File: src/rtl/core/ipr_pkg.sv
// ----------------------------------------------------------------------------
// ipr_pkg
// Shared types and constants for the IPv4 range area classifier.
// ----------------------------------------------------------------------------
package ipr_pkg;

  localparam int ADDR_W        = 32;
  localparam int AREA_PORT_W   = 8;
  localparam int ENTRIES_DEF   = 64;
  localparam int AREA_BITS_DEF = 8;

  typedef enum logic [1:0] {
    REQ_ADD    = 2'd0,
    REQ_LOCATE = 2'd1,
    REQ_CHECK  = 2'd2
  } req_kind_t;

  typedef enum logic [1:0] {
    S_IDLE = 2'd0,
    S_SCAN = 2'd1,
    S_DONE = 2'd2
  } state_t;

  typedef struct packed {
    logic [ADDR_W-1:0] low;
    logic [ADDR_W-1:0] high;
  } bounds_t;

endpackage

File: src/rtl/core/ipr_table.sv
// ----------------------------------------------------------------------------
// ipr_table
// Range table storage: one write port, one registered read port.
// ----------------------------------------------------------------------------
module ipr_table import ipr_pkg::*; #(
  parameter int ENTRIES   = ENTRIES_DEF,
  parameter int AREA_BITS = AREA_BITS_DEF,
  parameter int IW        = (ENTRIES > 1) ? $clog2(ENTRIES) : 1
) (
  input  logic                 clk,
  input  logic                 wr_en,
  input  logic [IW-1:0]        wr_addr,
  input  bounds_t              wr_bounds,
  input  logic [AREA_BITS-1:0] wr_area,
  input  logic                 rd_en,
  input  logic [IW-1:0]        rd_addr,
  output bounds_t              rd_bounds,
  output logic [AREA_BITS-1:0] rd_area
);

  bounds_t              bounds_mem [ENTRIES];
  logic [AREA_BITS-1:0] area_mem   [ENTRIES];

  always_ff @(posedge clk) begin
    if (wr_en) begin
      bounds_mem[wr_addr] <= wr_bounds;
      area_mem[wr_addr]   <= wr_area;
    end
  end

  always_ff @(posedge clk) begin
    if (rd_en) begin
      rd_bounds <= bounds_mem[rd_addr];
      rd_area   <= area_mem[rd_addr];
    end
  end

endmodule

File: config.mk
export PLATFORM = sky130hd
export DESIGN_NAME = ipr_table
export DESIGN_NICKNAME = d
export VERILOG_FILES = /design/src/rtl/core/ipr_pkg.sv /design/src/rtl/core/ipr_table.sv
export SDC_FILE = /design/constraint.sdc
export NUM_CORES = 2
export LEC_CHECK = 0
export BUFFER_PORTS_ARGS = -buffer_cell sky130_fd_sc_hd__buf_2
export CAP_MARGIN = 20
export CORE_UTILIZATION = 25
export CTS_BUF_LIST = sky130_fd_sc_hd__clkbuf_8
export DETAILED_ROUTE_END_ITERATION = 7
export HOLD_SLACK_MARGIN = 0.15
export SKIP_LAST_GASP = 1
export SLEW_MARGIN = 20
export SYNTH_ARGS = -nofsm -noshare
export SYNTH_HDL_FRONTEND = slang
export SYNTH_MEMORY_MAX_BITS = 65536
export SYNTH_SLANG_ARGS = --single-unit
File: constraint.sdc
create_clock -name clk -period 6.3 [get_ports clk]
set_input_delay 0.315 -clock clk [delete_from_list [all_inputs] [get_ports clk]]
set_output_delay 0.315 -clock clk [all_outputs]
set_load 0.05 [all_outputs]
; Word-level counts from Yosys, hierarchy flattened
; Memory sizes are Yosys's and may differ from the RTL's. A register that Yosys moved wholly into a read port is not among the register bits.
; Cells that the tools add are included.
[totals]
wordCells = 4
memories = 2
regBits = 0
ramBits = 4608
out_inout_bits = 72
[classes]
n_mux = 2
[mem_list]
columns = name, depth, word_bits, read_ports, rd_ports_with_merged_regs, write_ports, line_no
row1 = bounds_mem, 64, 64, 1, 1, 1, ipr_table.sv:21  ; bounds_t bounds_mem [ENTRIES];
row2 = area_mem, 64, 8, 1, 1, 1, ipr_table.sv:22  ; logic [AREA_BITS-1:0] area_mem [ENTRIES];
[ops]
columns = cell, n
row1 = 1-bit 2-to-1 mux, 2

; Depth between registers and ports, before layout
[depth]
depth_word = 2
ltp_mapped = 10

; Worst setup path before layout
; No wires, ideal clock.
[synth_path]
path_kind = input-to-reg
from = input port wr_addr[3]
to = memory area_mem[10][0] (netlist name) (enable)
setup_slack_ps = 1642
arrival_time_ps = 4155
setup_ps = 503
cell_stages = 4
path_buffers = 2
path_cell_list = clkbuf_1 > or3b_2 > clkbuf_1 > nor2_1
[synth_rtl]
columns = element, line_no
row1 = start: declaration, ipr_table.sv:12  ; input logic [IW-1:0] wr_addr,
row2 = end: declaration, ipr_table.sv:22
; Straight into the memory's write port.

==> flow_summary.yaml <==
die:
  pin_count: 159
  coreArea_um2: 699900
  die_height_um: 840.6
  die_w_um: 840.6
  initial_core_util_pct: 25.12
  placement_rows: 307
  die_area_um2: 706600
global_route:
  track_usage_pct: 14.54
  met2_usage_pct: 22.77
  use_met3_pct: 3.037
  grt_use_met1_pct: 20.72
  grt_first_pass_wirelength_um: 724600
  grt.overflow.total: 0
  grt_max_degree: 109
  grt_pass1_vias: 87430
  grt_busiest_layer: "met2"
  grt_antenna_before_repair: 95
placement:
  gp_congestion: 0.7394
  port_buffers: 158
  dp.cells: 16670
  dpl.hpwl_um: 259400
clocking:
  cts_buffers: 734
  root_buffer: "clkbuf_8"
  post_cts_buffers: 0
  clk_latency_ns: 1.28
  path_clk_slew_ns: 0.06
  cts_tree: "done"
  cts.sinks: 4680
  cts_max_level: 6
  clk_path_buf_depth: 4
detailed_routing:
  num_vias: 89430
  drc: 0
  drtPass1Iterations: 5
  drt_iter0_drc: 13290
  via_per_inst: 4.941
  wl_um: 534900
  wl_per_cell_um: 29.55
  ant_nets: 0
flow_run:
  maxCapViolations: 0
finish:
  multi_input_area_um2: 33720
  layoutNonFillerInstCount: 18100
  syn_to_final_growth_pct: 15.74
  final_layout_size_suffix_gt1_share_pct: 27.62
  final_nets: 8319
  register_area_um2: 140500
  nFillCells: 67850
setup_path:
  path_class: "in2reg"
  cp_top_family: "buffers and inverters"
  cp_slowest_cell: "nand2b_4"
  cp-end-kind: "flip-flop"
  path_buf_inv: 4
  required_ns: 7.44
  arrival_ns: 4.83
  rr_worst_depth: 6
  cp.depth: 9
  path_max_fanout: 81
  slowest_delay_ns: 0.71
  cp_common_cell: "dlygate4sd3_1"
  start_kind: "input pin"
  crit_chain: "dlygate4sd3_1, buf_8, nor2b_2, nand2b_4, buf_4, o22ai_1, nor4_1, o22a_1, dlygate4sd3_1"
synth:
  syn_inst: 7463
  synth_common_cells: "edfxtp_1, mux4_2, o22ai_1, clkbuf_1, nor2_1"
  netlist_area_um2: 175800
  synthDistinctLibCells: 33
  synth_flop_cell: "edfxtp_1"
  syn_area_per_cell_um2: 23.56
  ys_warn_count: 0
  synth_edf_count: 4680
  syn_nets: 7550
  ys_seq_area_share_pct: 79.93
  ys_ff_latch: 4680
  synth_top_area_share_pct: 79.93
  synth.area.top_cells: "edfxtp_1, mux4_2, o22ai_1"
  synth-async-reset-ratio_pct: 0
  synth_most_common_cell: "edfxtp_1"
  synth.largest_area_cell: "edfxtp_1"
timing:
  relSlewSlack_pct: 21.84
  tightest_slew_ns: 1.172
  setup_tns_ns: 0
  timing.final.crit_share_pct: 58.56
  min_period_ns: 3.689
  final.setup_skew_ns: 0.06916
  max_clock_freq_mhz: 271.1
  finalHoldViolCount: 0
  grt_setup_unrepaired: "no"
  drv_slew: 0
  report.final.setup_viol: 0
pwr:
  p_leak_uw: 0.06181
  vdd_drop_max_mv: 0.2425
  power.density_nw_per_um2: 300.6
hold_path:
  hold_class: "in2reg"
  min_delay_path_depth: 2
run_status:
  outcome: "finished clean"
worst register-to-register path, cell delays in order, from the launching register on:
cell           delay [ns]
edfxtp_1             0.36
mux4_2               0.46
nor2b_1              0.14
a211oi_1             0.26
nor3_1               0.08
o22a_1               0.17
dlygate4sd3_1        0.56
layout make-up:
| type | count | share of cell area [%] |
|---|---|---|
| clock inverter | 560 | 1.398 |
| clock buffer | 737 | 4.985 |
| tap | 9270 | 5.700 |
| antenna | 36 | 0.04427 |
| sequential | 4680 | 69.06 |
| timing repair buffer | 465 | 2.241 |
| multi-input combinational | 2351 | 16.57 |
placed cells by master (no fill, tap or decap), drive strengths merged, types with 118 or more instances in the layout:
master,instances
edfxtp,4680
mux4,1100
clkbuf,737
buf,372
o22ai,351
inv,297
clkinv,235
nor2,137
a211oi,121
mux2i,118
sequential cells by signal, indices dropped and copies added, names as in the netlist:
signal	flops
area_mem	512
rd_bounds	64
rd_area	8
bounds_mem	4096
report_power, final:
part | internal, uW | switching, uW | leakage [uW]
Sequential | 34600 | 194 | 0.0421
Clock | 11400 | 11900 | 0.00758
Combinational | 1070 | 2030 | 0.0121
Total | 47000 | 14200 | 0.0618
per-stage QoR:
stage	instance area, um^2	hold slack, ns	utilization, %	power (uW)	setup slack [ns]
2_1_floorplan	175800	0.4139	-	37010	1.642
3_3_place_gp	189300	0.8195	27.05	38400	2.427
3_5_place_dp	189300	0.8120	27.05	38440	2.399
4_1_cts	203200	0.2010	29.04	61510	2.856
5_1_grt	203400	0.1764	29.06	62910	2.677
6_report	203500	0.1477	29.08	61170	2.611
routing by layer:
metal / routed length [um] / share of wire, % / vias up
li1: - / - / 34060
met1: 216900 / 41 / 48720
met2: 245700 / 46 / 5746
met3: 59060 / 11 / 885
met4: 13110 / 2.5 / 16
met5: 138 / 0.026 / -
worst paths after layout:
kind | startpoint | end | slack, ns
hold / removal | wr_bounds[20] | bounds_mem[58][20]$_DFFE_PP_ | 0.15
setup reg to reg | bounds_mem[45][60]$_DFFE_PP_ | rd_bounds[60]$_DFFE_PP_ | 4.01
setup / recovery | rd_addr[2] | rd_bounds[60]$_DFFE_PP_ | 2.61
hold reg to reg | bounds_mem[1][39]$_DFFE_PP_ | rd_bounds[39]$_DFFE_PP_ | 0.82
what timing repair did:
action / in CTS / in global routing
hold buffers: 90 / 3
gates resized for setup: 0 / 0
hold endpoints to repair: 5042 / 48
setup endpoints to repair: 0 / 0
cell families after synthesis:
logic type | share of synthesized area (%)
buffers and inverters | 1.240
muxes | 14.76
DFF | 79.93
AOI/OAI and AO/OA | 2.808
and+or+nand+nor | 1.256
(Power assumes the default switching activity.)
