==> config.mk <==
export PLATFORM = sky130hd
export DESIGN_NAME = ipr_scan
export DESIGN_NICKNAME = d
export VERILOG_FILES = /design/src/rtl/core/ipr_pkg.sv /design/src/rtl/core/ipr_scan.sv
export SDC_FILE = /design/constraint.sdc
export NUM_CORES = 1
export LEC_CHECK = 0
export BUFFER_PORTS_ARGS = -buffer_cell sky130_fd_sc_hd__buf_2
export CAP_MARGIN = 10
export CORE_ASPECT_RATIO = 0.7
export CORE_MARGIN = 10
export CORE_UTILIZATION = 41
export DETAILED_ROUTE_END_ITERATION = 8
export PLACE_DENSITY = 0.78
export SLEW_MARGIN = 20
export SYNTH_ARGS = -nofsm -noshare
export SYNTH_HDL_FRONTEND = slang
export SYNTH_SLANG_ARGS = --single-unit
==> constraint.sdc <==
create_clock -name clk -period 2.6 [get_ports clk]
set_clock_uncertainty 0.2 [all_clocks]
set_input_delay 0.13 -clock clk [delete_from_list [all_inputs] [get_ports clk]]
set_output_delay 0.13 -clock clk [all_outputs]
set_load 0.03 [all_outputs]
==> src/rtl/core/ipr_pkg.sv <==
// ----------------------------------------------------------------------------
// ipr_pkg
// Shared types and constants for the IPv4 range area classifier.
// ----------------------------------------------------------------------------
package ipr_pkg;

  localparam int ADDR_W        = 32;
  localparam int AREA_PORT_W   = 8;
  localparam int ENTRIES_DEF   = 64;
  localparam int AREA_BITS_DEF = 8;

  typedef enum logic [1:0] {
    REQ_ADD    = 2'd0,
    REQ_LOCATE = 2'd1,
    REQ_CHECK  = 2'd2
  } req_kind_t;

  typedef enum logic [1:0] {
    S_IDLE = 2'd0,
    S_SCAN = 2'd1,
    S_DONE = 2'd2
  } state_t;

  typedef struct packed {
    logic [ADDR_W-1:0] low;
    logic [ADDR_W-1:0] high;
  } bounds_t;

endpackage

==> src/rtl/core/ipr_scan.sv <==
// ----------------------------------------------------------------------------
// ipr_scan
// Shared compare unit: tests one table entry per cycle while en is high and accumulates.
// ----------------------------------------------------------------------------
module ipr_scan import ipr_pkg::*; #(
  parameter int AREA_BITS = AREA_BITS_DEF
) (
  input  logic                 clk,
  input  logic                 rst,
  input  logic                 clear,
  input  logic                 en,
  input  logic                 locate,
  input  logic [ADDR_W-1:0]    addr,
  input  logic [AREA_BITS-1:0] req_area,
  input  bounds_t              bounds,
  input  logic [AREA_BITS-1:0] area,
  output logic                 hit,
  output logic [AREA_BITS-1:0] found
);

  logic holds;
  logic take;

  assign holds = (addr >= bounds.low) && (addr <= bounds.high);

  // locate keeps the smallest area; check only needs one area match
  always_comb begin
    if (locate) begin
      take = holds && (!hit || (area < found));
    end else begin
      take = holds && (area == req_area);
    end
  end

  always_ff @(posedge clk) begin
    if (rst || clear) begin
      hit   <= 1'b0;
      found <= '0;
    end else if (en && take) begin
      hit <= 1'b1;
      if (locate) begin
        found <= area;
      end
    end
  end

endmodule

### Word-level counts from Yosys, hierarchy flattened

Index checks and enable logic that the tools add are counted.

| cells by class | value |
|---|---|
| eq/ne operators | 1 |
| magnitude comparators | 3 |
| reduce and logical (&&, ||, !) cells | 8 |
| mux-type cells | 1 |

Operators with widths:

| cell | number |
|---|---|
| $ge 32x32->1 | 1 |
| $le 32x32->1 | 1 |
| $eq 8x8->1 | 1 |
| $lt 8x8->1 | 1 |
| $logic_and 1x1->1 | 4 |
| $logic_or 1x1->1 | 2 |
| $reduce_and 2->1 | 1 |
| $logic_not 1->1 | 1 |
| $mux 1 | 1 |

| word-level totals | value |
|---|---|
| register bits | 9 |
| output and inout port bits | 9 |
| logic and storage cells | 15 |
| bits of input ports | 117 |

### Longest topological paths before layout

Gate-level depths: netlist of run 1.

| logic depth | value |
|---|---|
| depth after elaboration | 6 |
| depth in mapped cells | 9 |
| depth with buffers taken out | 9 |

### Worst setup path before layout of run 1

OpenSTA, ideal clock, no wires.

| timing path | value |
|---|---|
| path kind | input-to-reg |
| start | input port bounds[9] (netlist bit) |
| end | register found[0] |
| data arrival time | 2434 ps |
| library setup time | 72 ps |
| required time | 2328 ps |
| stages | 9 |
| buffers on the path | 0 |
| setup slack | -106 ps |
| cell sequence | inv_1 -> ha_1 -> a21o_1 -> nand3_2 -> a21oi_1 -> or4b_1 -> a221o_1 -> a2111oi_4 -> mux2i_1 |

| on the way | value |
|---|---|
| cells in the longest elaborated chain, start to end | 6 |
| elaborated cells between the ends (all ways) | 7 |
| classes of those cells | order compare: 1; mux: 1; reduce/logical: 5 |

Ends and longest elaborated chain:

| what | RTL line | source |
|---|---|---|
| start: declaration | ipr_scan.sv:15 | `input bounds_t bounds,` |
| $le 32x32->1 * | ipr_scan.sv:24 | `assign holds = (addr >= bounds.low) && (addr <= bounds.high);` |
| $logic_and 1x1->1 * | ipr_scan.sv:24 |  |
| $logic_and 1x1->1, on equally long branches | ipr_scan.sv:31, ipr_scan.sv:29 |  |
| $mux 1 * | ipr_scan.sv:28 | `if (locate) begin` |
| $logic_and 1x1->1 * | ipr_scan.sv:39 | `end else if (en && take) begin` |
| $reduce_and 2->1 (no source line) * | - |  |
| end signal: assignment | ipr_scan.sv:42 | `found <= area;` |
| end: declaration | ipr_scan.sv:18 | `output logic [AREA_BITS-1:0] found` |

Mark *: on every way between the ends. The rest lies on a longest branch, timed or not.
A chain may end at the register's enable or synchronous reset.

### Worst setup path after layout of run 1

| timing path | value |
|---|---|
| start | input port area[5] |
| end | register found[5] |

| on the way | value |
|---|---|
| cells in the longest elaborated chain, start to end | 6 |
| elaborated cells between the ends (all ways) | 8 |
| classes of those cells | order compare: 1; eq/ne: 1; mux: 1; reduce/logical: 5 |

Ends and longest elaborated chain:

| what | RTL line | source |
|---|---|---|
| start: declaration | ipr_scan.sv:16 | `input logic [AREA_BITS-1:0] area,` |
| $lt 8x8->1 | ipr_scan.sv:29 | `take = holds && (!hit \|\| (area < found));` |
| $logic_or 1x1->1 | ipr_scan.sv:29 |  |
| $logic_and 1x1->1 | ipr_scan.sv:29 |  |
| $mux 1 | ipr_scan.sv:28 |  |
| $logic_and 1x1->1 | ipr_scan.sv:39 |  |
| $reduce_and 2->1 (no source line) | - |  |

Parallel ways exist; a longest one is shown, timed or not.

==> results of run 1 <==
-- cell type report --
type | count | area, sq um
fill | 497 | 2038
multi-input combinational | 215 | 1878
timing repair buffer | 143 | 787.0
inverter | 71 | 266.5
sequential | 9 | 180.2
tap | 72 | 90.09
clock buffer | 4 | 45.04
-- state kept, by name, indices dropped and copies added, names as in the netlist --
register,cells
found,8
hit,1
-- cells in the mapped netlist (all sizes together) --
| cell type | instances |
|---|---|
| ha | 71 |
| nor2 | 8 |
| o21a | 2 |
| nand3 | 5 |
| and3 | 1 |
| a21oi | 22 |
| a221o | 1 |
| a211oi | 8 |
| a22oi | 1 |
| dfxtp | 9 |
| xnor2 | 8 |
| or4b | 1 |
| o211ai | 5 |
| nor2b | 4 |
| inv | 71 |
| nor4 | 3 |
| a221oi | 1 |
| a21o | 8 |
| clkbuf | 1 |
| nand2b | 3 |
| mux2i | 8 |
| nand2 | 26 |
| nor3 | 2 |
| a2111oi | 2 |
| nand4 | 16 |
| o21ai | 9 |
-- kinds of logic after synthesis --
family	share of synthesized area [%]
adders and majority gates	39.51
AOI/OAI and AO/OA	17.75
buffers and inverters	12.02
and+or+nand+nor	16.03
muxes	3.562
DFF	8.013
xor gates and xnor gates	3.116
-- cells in the final DEF, fill, tap and decap left out, types with 9 or more instances in the layout --
cell type	netlist	final
sky130_fd_sc_hd__a21oi_1	22	20
sky130_fd_sc_hd__buf_2	0	124
sky130_fd_sc_hd__buf_4	0	10
sky130_fd_sc_hd__dfxtp_1	9	9
sky130_fd_sc_hd__ha_1	71	66
sky130_fd_sc_hd__inv_1	71	68
sky130_fd_sc_hd__nand2_1	26	26
sky130_fd_sc_hd__nand4_1	15	15
-- path summary, 6_finish.rpt --
kind | start | endpoint
max | area[5] | found[5]$_SDFFE_PP0P_
min | rst | hit$_SDFFE_PP0P_
max reg2reg | found[1]$_SDFFE_PP0P_ | found[5]$_SDFFE_PP0P_
min reg2reg | found[2]$_SDFFE_PP0P_ | found[2]$_SDFFE_PP0P_
-- per-stage QoR --
stage                     hold WS, ns  setup slack, ns  utilization [%]  instances  TNS (ns)
after floorplan               0.07223         0.005049                -        296         0
final                          0.1470           0.1780            61.43        514         0
after detailed placement       0.2239          -0.1236            58.52        503   -0.8909
after global placement         0.2122         -0.05028            58.52        503   -0.3888
after CTS                      0.1438          0.03860            60.89        515         0
after global routing           0.1788          0.05685            61.43        514         0
-- where the power goes --
group          switching, uW  internal, uW  total, uW
registers               1.16           140        141
logic                    200           214        413
clock network           53.1           107        160
-- metal layers --
layer / track usage, % / up-vias / wire [um]
met1: 18.78 / 1054 / 3254
met3: 4.066 / 4 / 558
met5: 0 / - / 0
li1: - / 1321 / -
met2: 27.70 / 69 / 3245
met4: 1.575 / 0 / 19
-- worst reg2reg max path, delay by kind of cell (launching register included) --
family,cells,cell delay (ns)
adder cells (fa/ha/maj),1,0.26
multiplexers,1,0.19
buffers and inverters,2,0.25
flip-flops,1,0.34
AO/OA/AOI/OAI,5,0.91
-- what timing repair did --
| item | CTS | global route |
|---|---|---|
| setup endpoints to repair | 0 | 8 |
| hold buffers | 8 | 0 |
| resized for setup | 0 | 7 |
| endpoints found under the hold margin | 8 | 0 |
==> impl_metrics.csv, run 1 <==
group,metric,value,unit
global_routing,antenna_found_initial,0,
floorplanning,fp.dieH,81.96,um
setup_path,worstSetupPathDepth,10,
setup_path,rr_worst_depth,9,
setup_path,path_max_fanout,8,
detailed_routing,wl,7.078,mm
power_and_ir_drop,post-layout-total-power,714.0,uW
detailed_routing,dr.pass1.iters,4,
synth,portion_of_the_post_synthesis_area_used_by_sequential_elements,8.013,%
sta,report.final.hold_viol_count,0,
setup_path,critPathBufInv,3,
place,buffer_ports.inserted,125,
setup_path,cpMostUsedCell,"sky130_fd_sc_hd__a21o_1",
detailed_routing,wire_per_inst,13.77,um
detailed_routing,vias,2448,
place,post_dp_cell_area,3093,sq um
synth,synth.lib_cells_used.distinct,32,
worst_hold_path,timing.hold.worst.class,"in2reg",
detailed_routing,initialDrtViolationCount,46,
sta,worst_slew_margin_rel,79.28,%
cts,clockRootBuffer,"sky130_fd_sc_hd__clkbuf_8",
run_status,outcome,"finished, final reports clean",
sta,period_share,93.15,%
floorplanning,rows,22,
global_routing,globalRoute.totalOverflow,0,
power_and_ir_drop,leakagePower,0.001832,uW
setup_path,timing.critical_path.cells,"dlygate4sd3_1 > buf_2 > ha_4 > a21o_1 > a21o_1 > a21oi_1 > o21ai_2 > a2111oi_4 > buf_6 > mux2i_1",
global_routing,grt_max_degree,18,
synth,post-synth-top-area-cell,"sky130_fd_sc_hd__ha_1",
sta,worst_pin_slew,0.3029,ns
job,drv.max_cap_violation_count,0,
sta,rsz0062_at_grt,"false",
synth,mappedNetlistNets,484,
setup_path,worst-endpoint-required,2.56,ns
detailed_routing,antenna_left,0,
setup_path,worstSetupStartpointType,"input pin",
cts,clk_path_buf_depth,2,
cells_and_area,antenna_diode_count,0,
detailed_routing,drcViolationCount,0,
synth,netlist_instances,296,
synth,yosysTopAreaCellShare,39.51,%
floorplanning,fp.coreArea,5285,sq um
synth,synth-seq-cells,9,
cts,post_cts_buffers,0,
floorplanning,start_util,42.54,%
cells_and_area,area_growth,44.41,%
setup_path,kind_of_end_point_of_the_critical_path,"flop",
power_and_ir_drop,peakVddDrop,0.1907,mV
synth,syn_avg_cell_area,7.596,sq um
cts,cts.htree.levels,1,
place,dp.final_hpwl,6.506,mm
sta,final_period_minus_worst_setup_slack,2.422,ns
floorplanning,die_width,108.5,um
floorplanning,design.portCount,126,
setup_path,timing.reg2reg.setup_slack,0.37,ns
setup_path,worst-setup-path-type,"in2reg",
cts,clkSlewWorstSetupHoldPaths,0.04,ns
detailed_routing,vias_per_cell,4.763,
sta,setup_viol_count_final,0,
setup_path,critical_path_s_top_delay_family,"compound AO/OA/AOI/OAI gates",
setup_path,critPathSlowestCell,"sky130_fd_sc_hd__dlygate4sd3_1",
global_routing,gr-usage-all-layers,15.44,%
cts,clock_latency,0.23,ns
floorplanning,floorplan.die_area,8893,sq um
setup_path,worst-endpoint-arrival,2.38,ns
setup_path,timing.critical_path.slowest_cell_delay,0.54,ns
cts,numCtsBuffers,3,
worst_hold_path,hold_path_depth,4,
global_routing,global_route_wire_length_before_repair,11.58,mm
power_and_ir_drop,power.density,219.9,nW/um^2
synth,post_synth_instance_area,2248,sq um
synth,synth_warnings,0,
cts,numClockSinks,9,
sta,fmax,0.4129,GHz
cells_and_area,final_net_count,631,
place,gp_routability_congestion,0.8280,
cts,cts_tree,"yes",
cells_and_area,final_layout_size_suffix_gt1_share,35.29,%
synth,synth.top_cells.by_area,"sky130_fd_sc_hd__ha_1 40%, sky130_fd_sc_hd__inv_1 12%, sky130_fd_sc_hd__dfxtp_1 8.0%",
sta,pins_over_slew_limit,0,
global_routing,grt_pass1_vias,2609,
cells_and_area,layout.cell_area.non_filler,3247,sq um
Power figures use the tool's default switching activity.
==> inputs of run 2 (changes only) <==
- CELL_PAD_IN_SITES_DETAIL_PLACEMENT: unset -> 2
- CELL_PAD_IN_SITES_GLOBAL_PLACEMENT: unset -> 2
- CORE_UTILIZATION: 41 -> 21
- CTS_BUF_LIST: unset -> sky130_fd_sc_hd__clkbuf_16
- PLACE_DENSITY: 0.78 -> unset
- PLACE_DENSITY_LB_ADDON: unset -> 0.1
==> run 2 against run 1 <==
  * Final cell count rose by 13%
  * Core utilization is 29 points lower
  * Sequential power hardly changed
  * Global-route usage fell by 3.8 points
  * Via count grew 4.3%
  * Critical endpoint is now found[7]$_SDFFE_PP0P_
  * Highest routed layer unchanged
==> impl_metrics.csv, run 2 (synthesis gave the netlist of run 1 again) <==
group,metric,value,unit
cells_and_area,most-common-layout-cells,"125 x sky130_fd_sc_hd__buf_2, 69 x sky130_fd_sc_hd__inv_1, 67 x sky130_fd_sc_hd__ha_1",
floorplanning,fp.coreArea,10400,sq um
setup_path,timing.critical_path.cells,"dlygate4sd3_1 > buf_2 > ha_1 > a21o_1 > a21o_1 > a21oi_1 > o21ai_2 > a2111oi_4 > buf_4 > mux2i_1",
cells_and_area,largest_register_ff_count,8,
global_routing,gr-usage-all-layers,11.62,%
sta,final_hold_slack,0.002660,ns
sta,worst_pin_slew,0.3352,ns
setup_path,path_max_fanout,4,
detailed_routing,wire_per_inst,15.62,um
setup_path,critPathSlowestCell,"sky130_fd_sc_hd__dlygate4sd3_1",
sta,period_share,94.43,%
global_routing,globalRoute.totalOverflow,0,
sta,setup_viol_count_final,0,
setup_path,kind_of_end_point_of_the_critical_path,"flop",
cts,cts_tree,"yes",
cts,post_cts_buffers,0,
power_and_ir_drop,power.density,251.4,nW/um^2
cts,cts.htree.levels,1,
global_routing,global_route_wire_length_before_repair,14.67,mm
global_routing,grt_pass1_vias,2979,
power_and_ir_drop,clkPwrFrac,32.1,%
worst_hold_path,timing.hold.worst.class,"in2reg",
detailed_routing,dr.pass1.iters,4,
setup_path,cpMostUsedCell,"sky130_fd_sc_hd__a21o_1",
global_routing,grt_max_degree,18,
floorplanning,start_util,21.63,%
cells_and_area,final_layout_size_suffix_gt1_share,37.14,%
sta,rsz0062_at_grt,"false",
floorplanning,rows,31,
sta,worst_slew_margin_rel,77.42,%
power_and_ir_drop,power.sequential.fraction,16.6,%
run_status,outcome,"finished, final reports clean",
place,gp_routability_congestion,0.7440,
detailed_routing,wl,9.042,mm
sta,fmax,0.4073,GHz
cts,clkSlewWorstSetupHoldPaths,0.04,ns
power_and_ir_drop,p_int,561.0,uW
cts,clk_path_buf_depth,2,
sta,final_period_minus_worst_setup_slack,2.455,ns
place,dp.final_hpwl,8.578,mm
power_and_ir_drop,peakVddDrop,0.1406,mV
job,drv.max_cap_violation_count,0,
cts,numClockSinks,9,
cells_and_area,top_regs,"found x8, hit x1",
detailed_routing,drcViolationCount,0,
place,buffer_ports.inserted,125,
cells_and_area,final_net_count,636,
setup_path,timing.critical_path.slowest_cell_delay,0.54,ns
setup_path,critPathBufInv,3,
sta,pins_over_slew_limit,0,
power_and_ir_drop,switchingPower,288.7,uW
power_and_ir_drop,share_comb_of_total_power,51.3,%
global_routing,antenna_found_initial,0,
detailed_routing,vias,2553,
floorplanning,die_width,143.7,um
floorplanning,design.portCount,126,
power_and_ir_drop,switching_share,33.98,%
cts,numCtsBuffers,3,
power_and_ir_drop,post-layout-total-power,849.7,uW
cts,clockRootBuffer,"sky130_fd_sc_hd__clkbuf_16",
detailed_routing,vias_per_cell,4.409,
setup_path,worst-endpoint-required,2.56,ns
floorplanning,floorplan.die_area,15310,sq um
setup_path,worst-setup-path-type,"in2reg",
power_and_ir_drop,leakagePower,0.001881,uW
setup_path,worstSetupStartpointType,"input pin",
cells_and_area,antenna_diode_count,0,
detailed_routing,antenna_left,0,
place,post_dp_cell_area,3228,sq um
cells_and_area,mostFrequentLayoutCell,"sky130_fd_sc_hd__buf_2",
setup_path,critical_path_s_top_delay_family,"compound AO/OA/AOI/OAI gates",
cells_and_area,layout.cell_area.non_filler,3379,sq um
floorplanning,fp.dieH,106.6,um
cells_and_area,area_growth,50.31,%
detailed_routing,initialDrtViolationCount,35,
setup_path,worst-endpoint-arrival,2.41,ns
cts,clock_latency,0.24,ns
cells_and_area,top_reg_by_flops,"found",
cells_and_area,fin_util,32.51,%
sta,report.final.hold_viol_count,0,
[run 2: changes by cell type in the layout (fill, tap and decap cells not counted), sizes merged]
cell	previous run	this run
buf	135	144
dlygate4sd3	8	4
clkbuf	4	3
inv	71	72
[run 2: worst paths after layout]
| kind | startpoint | to | slack, ns | cells past startpoint |
|---|---|---|---|---|
| worst max-delay path | area[4] | found[7]$_SDFFE_PP0P_ | 0.14 | 10 |
| worst min-delay path | area[3] | found[3]$_SDFFE_PP0P_ | 0.003 | 3 |
| worst max register to register | found[5]$_SDFFE_PP0P_ | found[7]$_SDFFE_PP0P_ | 0.22 | 9 |
| worst min register to register | found[0]$_SDFFE_PP0P_ | found[0]$_SDFFE_PP0P_ | 0.28 | 2 |
[run 2: area by class of cell]
| class | count | area [sq um] |
|---|---|---|
| clock buffer | 3 | 75.07 |
| timing repair buffer | 148 | 808.3 |
| sequential | 9 | 180.2 |
| tap | 132 | 165.2 |
| clock inverter | 1 | 3.754 |
| multi-input combinational | 215 | 1881 |
| inverter | 71 | 266.5 |
| fill | 1256 | 7015 |
[run 2: worst min-delay path: cells and delay by family]
family,cells,cell delay (ns)
buffers and inverters,1,0.13
multiplexers,1,0.07
AND/OR/NAND/NOR,1,0.06
[run 2: per-stage QoR]
step	setup WS, ns	cells	TNS (ns)
finish	0.1447	579	0
detailed placement	-0.2422	571	-1.670
floorplan	0.005049	296	0
global placement	-0.1302	571	-1.032
global route	0.03004	579	0
CTS	0.02751	579	0
[run 2: power groups by stage]
stage / sequential [uW] / clock (uW) / combinational (uW)
floorplan: 146 / 0 / 220
global placement: 144 / 0 / 417
detailed placement: 144 / 0 / 435
CTS: 141 / 278 / 444
global route: 141 / 285 / 507
finish: 141 / 273 / 436
[run 2: what timing repair did]
action / in CTS / in global routing
pin swaps: 0 / 6
gates resized for setup: 1 / 6
hold endpoints to repair: 4 / 0
setup endpoints to repair: 1 / 8
hold buffers: 4 / 0
[run 2: routing by layer]
layer	share of wire, %	track usage, %	vias up
met5	0	0	-
met4	0.56	1.526	0
met3	7.1	3.351	5
met2	46	19.66	65
met1	47	14.66	1150
li1	-	-	1333
==> inputs of run 3 (changes only) <==
- HOLD_SLACK_MARGIN: unset -> 0.05
==> run 3 against run 2 <==
  * Hold slack gained 0.14 ns
  * Final cell count increased by 0.69%
  * Setup slack lost 0.030 ns
  * First-iteration DRC count shrank 37%
  * Critical path depth grew 1
  * Final area grew 3.4%
  * Combinational power up 5.7%
  * Via count up 0.86%
  * Die area did not move
  * Sequential power hardly changed
  * Critical endpoint unchanged
==> impl_metrics.csv, run 3 (synthesis gave the netlist of run 1 again) <==
group,metric,value,unit
cells_and_area,antenna_diode_count,0,
cts,clockRootBuffer,"sky130_fd_sc_hd__clkbuf_16",
cts,numClockSinks,9,
floorplanning,die_width,143.7,um
cells_and_area,final_net_count,640,
detailed_routing,wire_per_inst,15.71,um
detailed_routing,dr.pass1.iters,4,
setup_path,worst-setup-path-type,"in2reg",
setup_path,kind_of_end_point_of_the_critical_path,"flop",
global_routing,antenna_found_initial,0,
sta,final_period_minus_worst_setup_slack,2.485,ns
floorplanning,fp.coreArea,10400,sq um
cells_and_area,mostFrequentLayoutCell,"sky130_fd_sc_hd__buf_2",
cells_and_area,area_growth,55.37,%
detailed_routing,vias,2575,
cells_and_area,largest_register_ff_count,8,
power_and_ir_drop,leakagePower,0.001908,uW
power_and_ir_drop,power.density,250.6,nW/um^2
cts,numCtsBuffers,3,
cells_and_area,final_cell_count_no_fill,583,
global_routing,met2_usage,19.80,%
setup_path,timing.critical_path.slowest_cell_delay,0.51,ns
global_routing,grt_max_degree,18,
cts,post_cts_buffers,0,
sta,worst_pin_slew,0.3228,ns
setup_path,critPathBufInv,3,
setup_path,worst-endpoint-required,2.56,ns
setup_path,critPathSlowestCell,"sky130_fd_sc_hd__or4b_4",
floorplanning,start_util,21.63,%
place,gp_routability_congestion,0.7440,
setup_path,worst-endpoint-arrival,2.44,ns
setup_path,path_max_fanout,4,
cells_and_area,most-common-layout-cells,"125 x sky130_fd_sc_hd__buf_2, 68 x sky130_fd_sc_hd__inv_1, 64 x sky130_fd_sc_hd__ha_1",
sta,period_share,95.58,%
global_routing,gr-usage-all-layers,11.69,%
floorplanning,floorplan.die_area,15310,sq um
sta,report.final.hold_viol_count,0,
cells_and_area,top_regs,"found x8, hit x1",
cells_and_area,area.sequential,180.2,sq um
sta,fmax,0.4024,GHz
place,place_inst,571,
run_status,outcome,"finished, final reports clean",
floorplanning,rows,31,
detailed_routing,drcViolationCount,0,
cts,clk_path_buf_depth,2,
setup_path,timing.critical_path.cells,"buf_2 > inv_2 > ha_4 > a21o_1 > nand3_1 > a211oi_1 > or4b_4 > a221o_1 > a2111oi_4 > buf_4 > mux2i_1",
place,dp.final_hpwl,8.578,mm
cts,cts.htree.levels,1,
job,drv.max_cap_violation_count,0,
power_and_ir_drop,post-layout-total-power,875.3,uW
detailed_routing,vias_per_cell,4.417,
sta,worst_slew_margin_rel,78.43,%
cts,clock_latency,0.24,ns
cells_and_area,final_layout_size_suffix_gt1_share,38.80,%
detailed_routing,antenna_left,0,
setup_path,worstSetupStartpointType,"input pin",
sta,setup_tns,0,ns
cells_and_area,multi_input_comb_area,1954,sq um
floorplanning,design.portCount,126,
cells_and_area,nFillCells,1247,
detailed_routing,initialDrtViolationCount,22,
place,buffer_ports.inserted,125,
sta,pins_over_slew_limit,0,
sta,setup_viol_count_final,0,
cts,clkSlewWorstSetupHoldPaths,0.04,ns
global_routing,global_route_wire_length_before_repair,14.77,mm
floorplanning,fp.dieH,106.6,um
global_routing,grt_pass1_vias,2995,
setup_path,critical_path_s_top_delay_family,"compound AO/OA/AOI/OAI gates",
global_routing,globalRoute.busiestLayer,"met2",
global_routing,gr-usage-met3,3.307,%
detailed_routing,wl,9.161,mm
cells_and_area,fin_util,33.61,%
power_and_ir_drop,peakVddDrop,0.1407,mV
global_routing,globalRoute.totalOverflow,0,
global_routing,grt_util_met1,14.79,%
cts,cts_tree,"yes",
worst_hold_path,timing.hold.worst.class,"in2reg",
cells_and_area,top_reg_by_flops,"found",
-- run 3: worst reg2reg max path, cell delays in order (launching register included) --
cell and delay, ns:
sky130_fd_sc_hd__dfxtp_1 0.34, sky130_fd_sc_hd__inv_1 0.05, sky130_fd_sc_hd__ha_1 0.26, sky130_fd_sc_hd__a21o_1 0.16, sky130_fd_sc_hd__a21o_1 0.20, sky130_fd_sc_hd__a21oi_1 0.20
sky130_fd_sc_hd__o21ai_2 0.10, sky130_fd_sc_hd__a2111oi_4 0.32, sky130_fd_sc_hd__buf_4 0.21, sky130_fd_sc_hd__mux2i_1 0.20
-- run 3: metrics by stage --
| stage | hold slack, ns | setup slack [ns] | cell area (sq um) |
|---|---|---|---|
| floorplan | 0.07223 | 0.005049 | 2298 |
| global placement | 0.2241 | -0.1302 | 3228 |
| detailed placement | 0.2313 | -0.2422 | 3228 |
| CTS | 0.1424 | 0.008722 | 3391 |
| global route | 0.1861 | -0.02360 | 3493 |
| finish | 0.1432 | 0.1149 | 3493 |
-- run 3: path summary, 6_finish.rpt --
check	end	cells after the start	slack, ns	start
worst max-delay path	found[7]$_SDFFE_PP0P_	11	0.11	bounds[5]
worst min-delay path	hit$_SDFFE_PP0P_	4	0.14	rst
worst max register to register	found[7]$_SDFFE_PP0P_	9	0.27	found[1]$_SDFFE_PP0P_
worst min register to register	found[0]$_SDFFE_PP0P_	2	0.28	found[0]$_SDFFE_PP0P_
-- run 3: routing by layer --
layer  part of all wire (%)  wire, um  vias to the layer above
li1                       -         -                     1341
met1                     48      4352                     1164
met2                     45      4134                       65
met3                    6.8       624                        5
met4                   0.56        51                        0
met5                      0         0                        -
-- run 3: what timing repair did --
action                     4_1_cts  5_1_grt
resized for setup                1       18
setup endpoints to repair        1        8
hold endpoints to repair         8        0
hold buffers                     8        0
pin swaps                        0        7
-- run 3: where the power goes --
group          internal [uW]  total [uW]  switching [uW]  leakage, uW
clock                    201         273            71.6    0.0000423
sequential               140         141            1.29    0.0000726
combinational            235         461             226      0.00179
total                    576         875             299      0.00191
-- run 3: area by class of cell --
cell class / count / area share, %
clock buffer: 3 / 2.149
clock inverter: 1 / 0.1074
inverter: 71 / 7.629
multi-input combinational: 215 / 55.95
sequential: 9 / 5.158
tap: 132 / 4.728
timing repair buffer: 152 / 24.28
